===== src/lbc_pkg.sv =====
// ----------------------------------------------------------------------------
// lbc_pkg: shared types and constants of the LED blink controller
// Command codes, per-LED entry layout and sizing constants.
// ----------------------------------------------------------------------------
package lbc_pkg;

	localparam int NUM_LEDS = 2;
	localparam int IDX_W    = (NUM_LEDS > 1) ? $clog2(NUM_LEDS) : 1;
	// level vector is at least as wide as the led_levels port
	localparam int LVL_W    = (NUM_LEDS > 2) ? NUM_LEDS : 2;

	localparam logic [1:0] CMD_ON    = 2'd0;
	localparam logic [1:0] CMD_OFF   = 2'd1;
	localparam logic [1:0] CMD_BLINK = 2'd2;
	localparam logic [1:0] CMD_TICK  = 2'd3;

	localparam logic [7:0]  BLINK_FOREVER = 8'hFF;
	localparam logic [15:0] TICK_STEP_RST = 16'd1;

	localparam logic [1:0] ADDR_TICK_STEP = 2'd0;

	localparam logic [0:0] STATUS_OK      = 1'b0;
	localparam logic [0:0] STATUS_BAD_IDX = 1'b1;

	// one memory word per LED
	typedef struct packed {
		logic [7:0]  blinks;
		logic [15:0] timer;
		logic [15:0] reload;
	} ent_t;

endpackage


===== src/led_blink_controller.sv =====
// ----------------------------------------------------------------------------
// led_blink_controller
// Command-driven LED blinker: on, off, start blink and tick, with the
// per-LED blink state held in a small synchronous memory.
// ----------------------------------------------------------------------------
//
//  channel   direction  handshake          payload
//  -------   ---------  ---------          -------
//  in        request    in_valid/in_ready  cmd, led_index, blink_count,
//                                          blink_period
//  out       result     out_valid/ready    led_levels, status
//  apb       config     psel/penable/...   tick_step at byte address 0
//
//  An on, off or start-blink request makes one step in the read-modify-write
//  stage after acceptance; a tick makes one step per LED, since
//  the single memory read port serves one entry per cycle. A new request is
//  taken the cycle after the previous one leaves that stage.
//  Reset clears the memory valid bits, the levels and tick_step (to 1); an
//  entry not written since reset reads as zero, so no clearing pass runs.
//  A full output register that is not taken holds the last step of a request.
// ----------------------------------------------------------------------------
module led_blink_controller (
	input  logic        clk,
	input  logic        arst_n,
	// configuration
	input  logic        psel,
	input  logic        penable,
	input  logic        pwrite,
	input  logic [1:0]  paddr,
	input  logic [31:0] pwdata,
	output logic [31:0] prdata,
	output logic        pready,
	// request channel
	input  logic        in_valid,
	output logic        in_ready,
	input  logic [1:0]  cmd,
	input  logic [1:0]  led_index,
	input  logic [7:0]  blink_count,
	input  logic [15:0] blink_period,
	// result channel
	output logic        out_valid,
	input  logic        out_ready,
	output logic [1:0]  led_levels,
	output logic [0:0]  status
);

	localparam logic ST_IDLE = 1'b0;
	localparam logic ST_MW   = 1'b1;

	localparam logic [lbc_pkg::IDX_W-1:0] LAST_IDX = lbc_pkg::IDX_W'(lbc_pkg::NUM_LEDS - 1);

	// ---------------- configuration register ----------------
	logic [15:0] tick_step_q;

	assign pready = 1'b1;
	assign prdata = (paddr == lbc_pkg::ADDR_TICK_STEP) ? {16'd0, tick_step_q} : 32'd0;

	always_ff @(posedge clk or negedge arst_n) begin
		if (!arst_n) begin
			tick_step_q <= lbc_pkg::TICK_STEP_RST;
		end else if (psel && penable && pwrite && pready
		             && paddr == lbc_pkg::ADDR_TICK_STEP) begin
			tick_step_q <= pwdata[15:0];
		end
	end

	// ---------------- control state ----------------
	logic                      state_q;
	logic [lbc_pkg::IDX_W-1:0] cur_q;
	logic [lbc_pkg::LVL_W-1:0] lvl_q;
	logic [lbc_pkg::NUM_LEDS-1:0] vld_q;   // entry written since reset
	logic                      out_valid_q;
	logic [1:0]                led_levels_q;
	logic [0:0]                status_q;

	// captured request
	logic [1:0]  cmd_q;
	logic [1:0]  idx_q;
	logic [7:0]  cnt_q;
	logic [15:0] per_q;

	// ---------------- entry memory ----------------
	lbc_pkg::ent_t mem_q [lbc_pkg::NUM_LEDS];
	lbc_pkg::ent_t rd_data_s1;
	logic          rd_vld_s1;

	logic                      rd_en;
	logic [lbc_pkg::IDX_W-1:0] rd_addr;
	logic                      wr_en;
	lbc_pkg::ent_t             wr_data;

	always_ff @(posedge clk) begin
		if (rd_en) begin
			rd_data_s1 <= mem_q[rd_addr];
			rd_vld_s1  <= vld_q[rd_addr];
		end
		if (wr_en) begin
			mem_q[cur_q] <= wr_data;
		end
	end

	// ---------------- request sequencing ----------------
	logic accept;
	logic bad_idx;
	logic last;
	logic stall;
	logic step;
	logic in_range;

	assign in_ready = (state_q == ST_IDLE);
	assign accept   = in_valid && in_ready;
	assign in_range = ({30'd0, led_index} < lbc_pkg::NUM_LEDS);

	assign bad_idx = (cmd_q != lbc_pkg::CMD_TICK) && !({30'd0, idx_q} < lbc_pkg::NUM_LEDS);
	assign last    = (cmd_q != lbc_pkg::CMD_TICK) || (cur_q == LAST_IDX);
	// final step waits for a free output register
	assign stall   = last && out_valid_q && !out_ready;
	assign step    = (state_q == ST_MW) && !stall;

	// Read is issued with acceptance, then for a tick one entry ahead of the
	// write. A read never targets the entry being written: the next request
	// is accepted only after the last write has landed.
	always_comb begin
		rd_en   = 1'b0;
		rd_addr = '0;
		if (accept) begin
			if (cmd == lbc_pkg::CMD_TICK) begin
				rd_en   = 1'b1;
				rd_addr = '0;
			end else begin
				rd_en   = in_range;
				rd_addr = led_index[lbc_pkg::IDX_W-1:0];
			end
		end else if (step && !last) begin
			rd_en   = 1'b1;
			rd_addr = cur_q + 1'b1;
		end
	end

	// ---------------- modify ----------------
	lbc_pkg::ent_t cur_ent;
	logic          cur_lvl;
	logic          new_lvl;

	assign cur_ent = rd_vld_s1 ? rd_data_s1 : '0;
	assign cur_lvl = lvl_q[cur_q];

	always_comb begin
		wr_data = cur_ent;
		new_lvl = cur_lvl;
		case (cmd_q)
			lbc_pkg::CMD_ON: begin
				new_lvl        = 1'b1;
				wr_data.blinks = 8'd0;
			end
			lbc_pkg::CMD_OFF: begin
				new_lvl        = 1'b0;
				wr_data.blinks = 8'd0;
			end
			lbc_pkg::CMD_BLINK: begin
				wr_data.blinks = cnt_q;
				wr_data.timer  = per_q;
				wr_data.reload = per_q;
			end
			default: begin
				// tick
				if (cur_ent.blinks != 8'd0) begin
					if (cur_ent.timer > tick_step_q) begin
						wr_data.timer = cur_ent.timer - tick_step_q;
					end else begin
						wr_data.timer = cur_ent.reload;
						new_lvl       = !cur_lvl;
						if (cur_lvl && cur_ent.blinks != lbc_pkg::BLINK_FOREVER) begin
							wr_data.blinks = cur_ent.blinks - 8'd1;
						end
					end
				end
			end
		endcase
	end

	assign wr_en = step && !bad_idx;

	logic [lbc_pkg::LVL_W-1:0] lvl_nxt;

	always_comb begin
		lvl_nxt = lvl_q;
		if (wr_en) begin
			lvl_nxt[cur_q] = new_lvl;
		end
	end

	always_ff @(posedge clk or negedge arst_n) begin
		if (!arst_n) begin
			state_q     <= ST_IDLE;
			cur_q       <= '0;
			lvl_q       <= '0;
			vld_q       <= '0;
			out_valid_q <= 1'b0;
		end else begin
			if (out_valid_q && out_ready) begin
				out_valid_q <= 1'b0;
			end
			if (accept) begin
				state_q <= ST_MW;
				cur_q   <= (cmd == lbc_pkg::CMD_TICK) ? '0 : led_index[lbc_pkg::IDX_W-1:0];
			end else if (step) begin
				if (last) begin
					state_q     <= ST_IDLE;
					out_valid_q <= 1'b1;
				end else begin
					cur_q <= cur_q + 1'b1;
				end
			end
			if (wr_en) begin
				vld_q[cur_q] <= 1'b1;
			end
			lvl_q <= lvl_nxt;
		end
	end

	// payload registers
	always_ff @(posedge clk) begin
		if (accept) begin
			cmd_q <= cmd;
			idx_q <= led_index;
			cnt_q <= blink_count;
			per_q <= blink_period;
		end
		if (step && last) begin
			led_levels_q <= lvl_nxt[1:0];
			status_q     <= bad_idx ? lbc_pkg::STATUS_BAD_IDX : lbc_pkg::STATUS_OK;
		end
	end

	assign out_valid  = out_valid_q;
	assign led_levels = led_levels_q;
	assign status     = status_q;

	// ---------------- assertions ----------------
	a_wr_only_in_mw: assert property (@(posedge clk) disable iff (!arst_n)
		wr_en |-> state_q == ST_MW)
		else $error("memory write outside modify stage");

	a_accept_to_mw: assert property (@(posedge clk) disable iff (!arst_n)
		accept |=> state_q == ST_MW)
		else $error("accepted request did not enter modify stage");

	a_no_rw_same_entry: assert property (@(posedge clk) disable iff (!arst_n)
		(rd_en && wr_en) |-> rd_addr != cur_q)
		else $error("read and write of the same entry in one cycle");

	a_result_after_mw: assert property (@(posedge clk) disable iff (!arst_n)
		$rose(out_valid_q) |-> $past(state_q) == ST_MW)
		else $error("result raised without a finished request");

endmodule


===== config.mk =====
export PLATFORM = sky130hd
export DESIGN_NAME = led_blink_controller
export DESIGN_NICKNAME = d
export VERILOG_FILES = /design/src/lbc_pkg.sv /design/src/led_blink_controller.sv
export SDC_FILE = /design/constraint.sdc
export NUM_CORES = 1
export LEC_CHECK = 0
export ABC_AREA = 1
export BUFFER_PORTS_ARGS = -buffer_cell sky130_fd_sc_hd__clkbuf_2
export CAP_MARGIN = 10
export CORE_MARGIN = 4
export CORE_UTILIZATION = 50
export DETAILED_ROUTE_END_ITERATION = 6
export PLACE_DENSITY = 0.7
export SLEW_MARGIN = 10
export SYNTH_ARGS = -nofsm -noshare
export SYNTH_HDL_FRONTEND = slang
export SYNTH_SLANG_ARGS = --single-unit

===== constraint.sdc =====
create_clock -name clk -period 3.7 [get_ports clk]
set_input_delay 0.37 -clock clk [delete_from_list [all_inputs] [get_ports clk]]
set_output_delay 0.37 -clock clk [all_outputs]
set_load 0.1 [all_outputs]

==> run metrics <==
first-pass GRT wire length=around 30,000 um; num rows=47; Final Cycle Share=82.0%; maximum buffer depth of the clock tree=2; minimum clock period=3.03 ns; Inserted Clock Buffers=17; Async S/R FF share, synth=13.2%; vias in the first global route=between 5k and 6k; Max Slew Vio Count=0; Ys Warns=0; Root Driver=clkbuf_16; area delta synth->final=13.8%; final antenna-violating net count=0; worst-margin pin slew=between 0.8 and 0.9 ns; hpwl dp=between 10,000 and 15,000 um; Seq/Total Area, Yosys=59.9%; GR Overflow Total=0; diode count=0; Skew-Pair Late Insertion Delay=0.43 ns; WS Path Type=reg -> reg; DIE AREA=19,200 um2; Post-Place Cells=1,178; Worst-path clk slew=0.07 ns; ranking of synthesized cells by area=edfxtp_1 53%, nand2_1 13%, dfrtp_1 6.5%; Filler cells=1,432; largest family of logic cells by synthesized area=simple AND/OR/NAND/NOR gates; crit path DAT=3.21 ns; ys flop type=edfxtp_1; via density per instance=roughly 5.1; Compound-Gate Fraction of Synth Area=7.23%; Synth cell types=43; drt total wl=19,000 um; # setup viols final=0; vias=around 6.2k; wire per inst=15.7 um; maximum fanout along the worst path=27; final setup margin=roughly 0.67 ns; setup TNS=0 ns; outcome=finished clean; Slew HR=between 40% and 50%; Critical Path RT=3.87 ns; Post-synth EDFFs=151; Hold Buf Count CTS=1; DP Area=9110 um2; I/O Buffers=73; multi-input combinational cell area=2850 um2; largest net degree at the start of global routing=43; multiplexer share of the synthesized area=0%; PD cells=735 nW/um2; xor/xnor cell area share of the yosys netlist=0.924%; crit path capture type=register; initial drt markers=580; Fin. Hold Viols=0; synthesized cell area=8530 um2; RSZ-0062 raised after global routing=false; GP Congestion=0.910; Die Wd=139 um; post-CTS resize count=0; post-synth top area cell=edfxtp_1; initial cell density of the core=between 50% and 60%; CORE AREA=16,600 um2; commonest non-fill, non-tap cell in the layout=nand2_1; Worst VDD drop=between 0.5 and 0.6 mV; fin area=roughly 9700 um2; DRT Pass-1 Iters=5; simple-gate portion of the synthesized area=between 20% and 30%; skew final=0.0101 ns; storage element area=5110 um2; Die Span Y=139 um; H-tree Lvls=4; CTS tree=yes; post-synth top area share=53.1%; # IOs=107; initial antenna violation count=0; crit start category=register; Post-CTS Setup Inserts=0; Synth Area in Adders=roughly 3.0%; commonest non-fill, non-tap cells in the layout=303 x nand2_1, 151 x edfxtp_1, 90 x inv_1; max cap viols=0; dpl ws=0.717 ns; share of cells above drive strength 1=15.3%; Synth Area per Inst=9.46 um2; max frequency=330 MHz; Mapped Cells=902; number of synthesized register bits=174; Global Route Usage Sum=around a fifth; Pleak=4.44 nW; post-route insts no fill=1,211; Hold WC Path Type=in -> reg; Residual DRC=0; Nets=1,067; clock net sink count=174
-- layer usage --
layer  vias up  routed length [um]  share of wire, %  global-route usage, %
met1      2947                8580                45                   26.4
met5         -                   0                 0                      0
met4         0                 354               1.9                   6.02
met3        27                 908               4.8                   3.90
met2       163                9190                48                   33.1
li1       3084                   -                 -                      -
-- registers in the layout, indices dropped and copies added, names as in the netlist --
register     flops
state_q          1
vld_q            2
led_levels       2
rd_data_s1      40
idx_q            1
cnt_q            8
rd_vld_s1        1
cmd_q            2
lvl_q            2
status           1
mem_q           80
out_valid        1
per_q           16
cur_q            1
tick_step_q     16
-- cells in the mapped netlist, types with 2 or more instances --
master,n
nand3_1,42
or2_1,2
xor2_1,8
o21ai_1,17
o21ai_0,46
buf_2,5
nand2_1,304
o211ai_1,3
buf_1,2
nand3_2,2
nand3b_1,2
inv_1,90
nor2_1,64
buf_4,17
ha_1,19
nand2_2,6
inv_2,6
nand4_1,3
conb_1,2
nor3_1,3
o21bai_1,5
edfxtp_1,151
buf_6,5
dfrtp_1,22
clkbuf_1,19
a21oi_1,37
o21bai_2,3
nor3_2,2
-- logic make-up (layout without fill, tap and decap cells) --
logic type                 count (synthesis)  after routing
AOI/OAI and AO/OA                        114            114
adders and majority gates                 20             20
xor gates and xnor gates                   9              9
and+or+nand+nor                          438            438
DFF                                      174            174
buffers and inverters                    145            219
other                                      2             17
-- metrics by stage --
step	power (mW)	utilization [%]	hold WS [ns]
floorplan	4.81	-	0.0744
global placement	5.35	54.8	0.423
detailed placement	5.41	54.8	0.433
CTS	7.17	58.3	0.0954
global route	7.53	58.3	0.0957
finish	7.14	58.3	0.107
-- final timing paths --
path                                            from                           to  slack, ns  cells past startpoint
worst max-delay path             rd_vld_s1$_DFFE_PP_       mem_q[0][23]$_DFFE_PP_       0.67                     16
worst min-delay path                  blink_count[3]           cnt_q[3]$_DFFE_PP_       0.11                      1
worst max register to register   rd_vld_s1$_DFFE_PP_       mem_q[0][23]$_DFFE_PP_       0.67                     16
worst min register to register  vld_q[0]$_DFFE_PN0P_         vld_q[0]$_DFFE_PN0P_       0.45                      2
max in group asynchronous                     arst_n  tick_step_q[11]$_DFFE_PN0P_       2.78                      2
min in group asynchronous                     arst_n   tick_step_q[1]$_DFFE_PN0P_       0.49                      2
-- layout make-up --
cell class | count | area share [%]
well taps | 220 | 2.84
clock buffers | 21 | 5.08
multi-input cells | 598 | 29.4
repair buffers | 90 | 5.36
clock inverters | 11 | 0.941
inverters | 97 | 3.78
flip-flops and latches | 174 | 52.6
-- power by group --
part	leakage (nW)	total, mW	switching [mW]	internal [mW]
combinational	2.49	2.40	1.78	0.624
sequential	1.65	2.98	0.154	2.82
clock	0.290	1.75	0.779	0.975
total	4.44	7.14	2.71	4.42
-- critical path, cell delays in order, from the launching register on --
cell      delay [ns]
edfxtp_1        0.38
buf_4           0.32
nand2_1         0.11
inv_1           0.12
ha_1            0.29
nand2_1         0.13
inv_2           0.06
nand2_1         0.07
nand2_1         0.07
a21oi_1         0.25
nand2_2         0.10
nand2_4         0.27
inv_4           0.19
nand2_1         0.10
o21ai_1         0.07
o21bai_1        0.13
nand2_1         0.10
No activity file was read; power rests on OpenSTA's default activity.
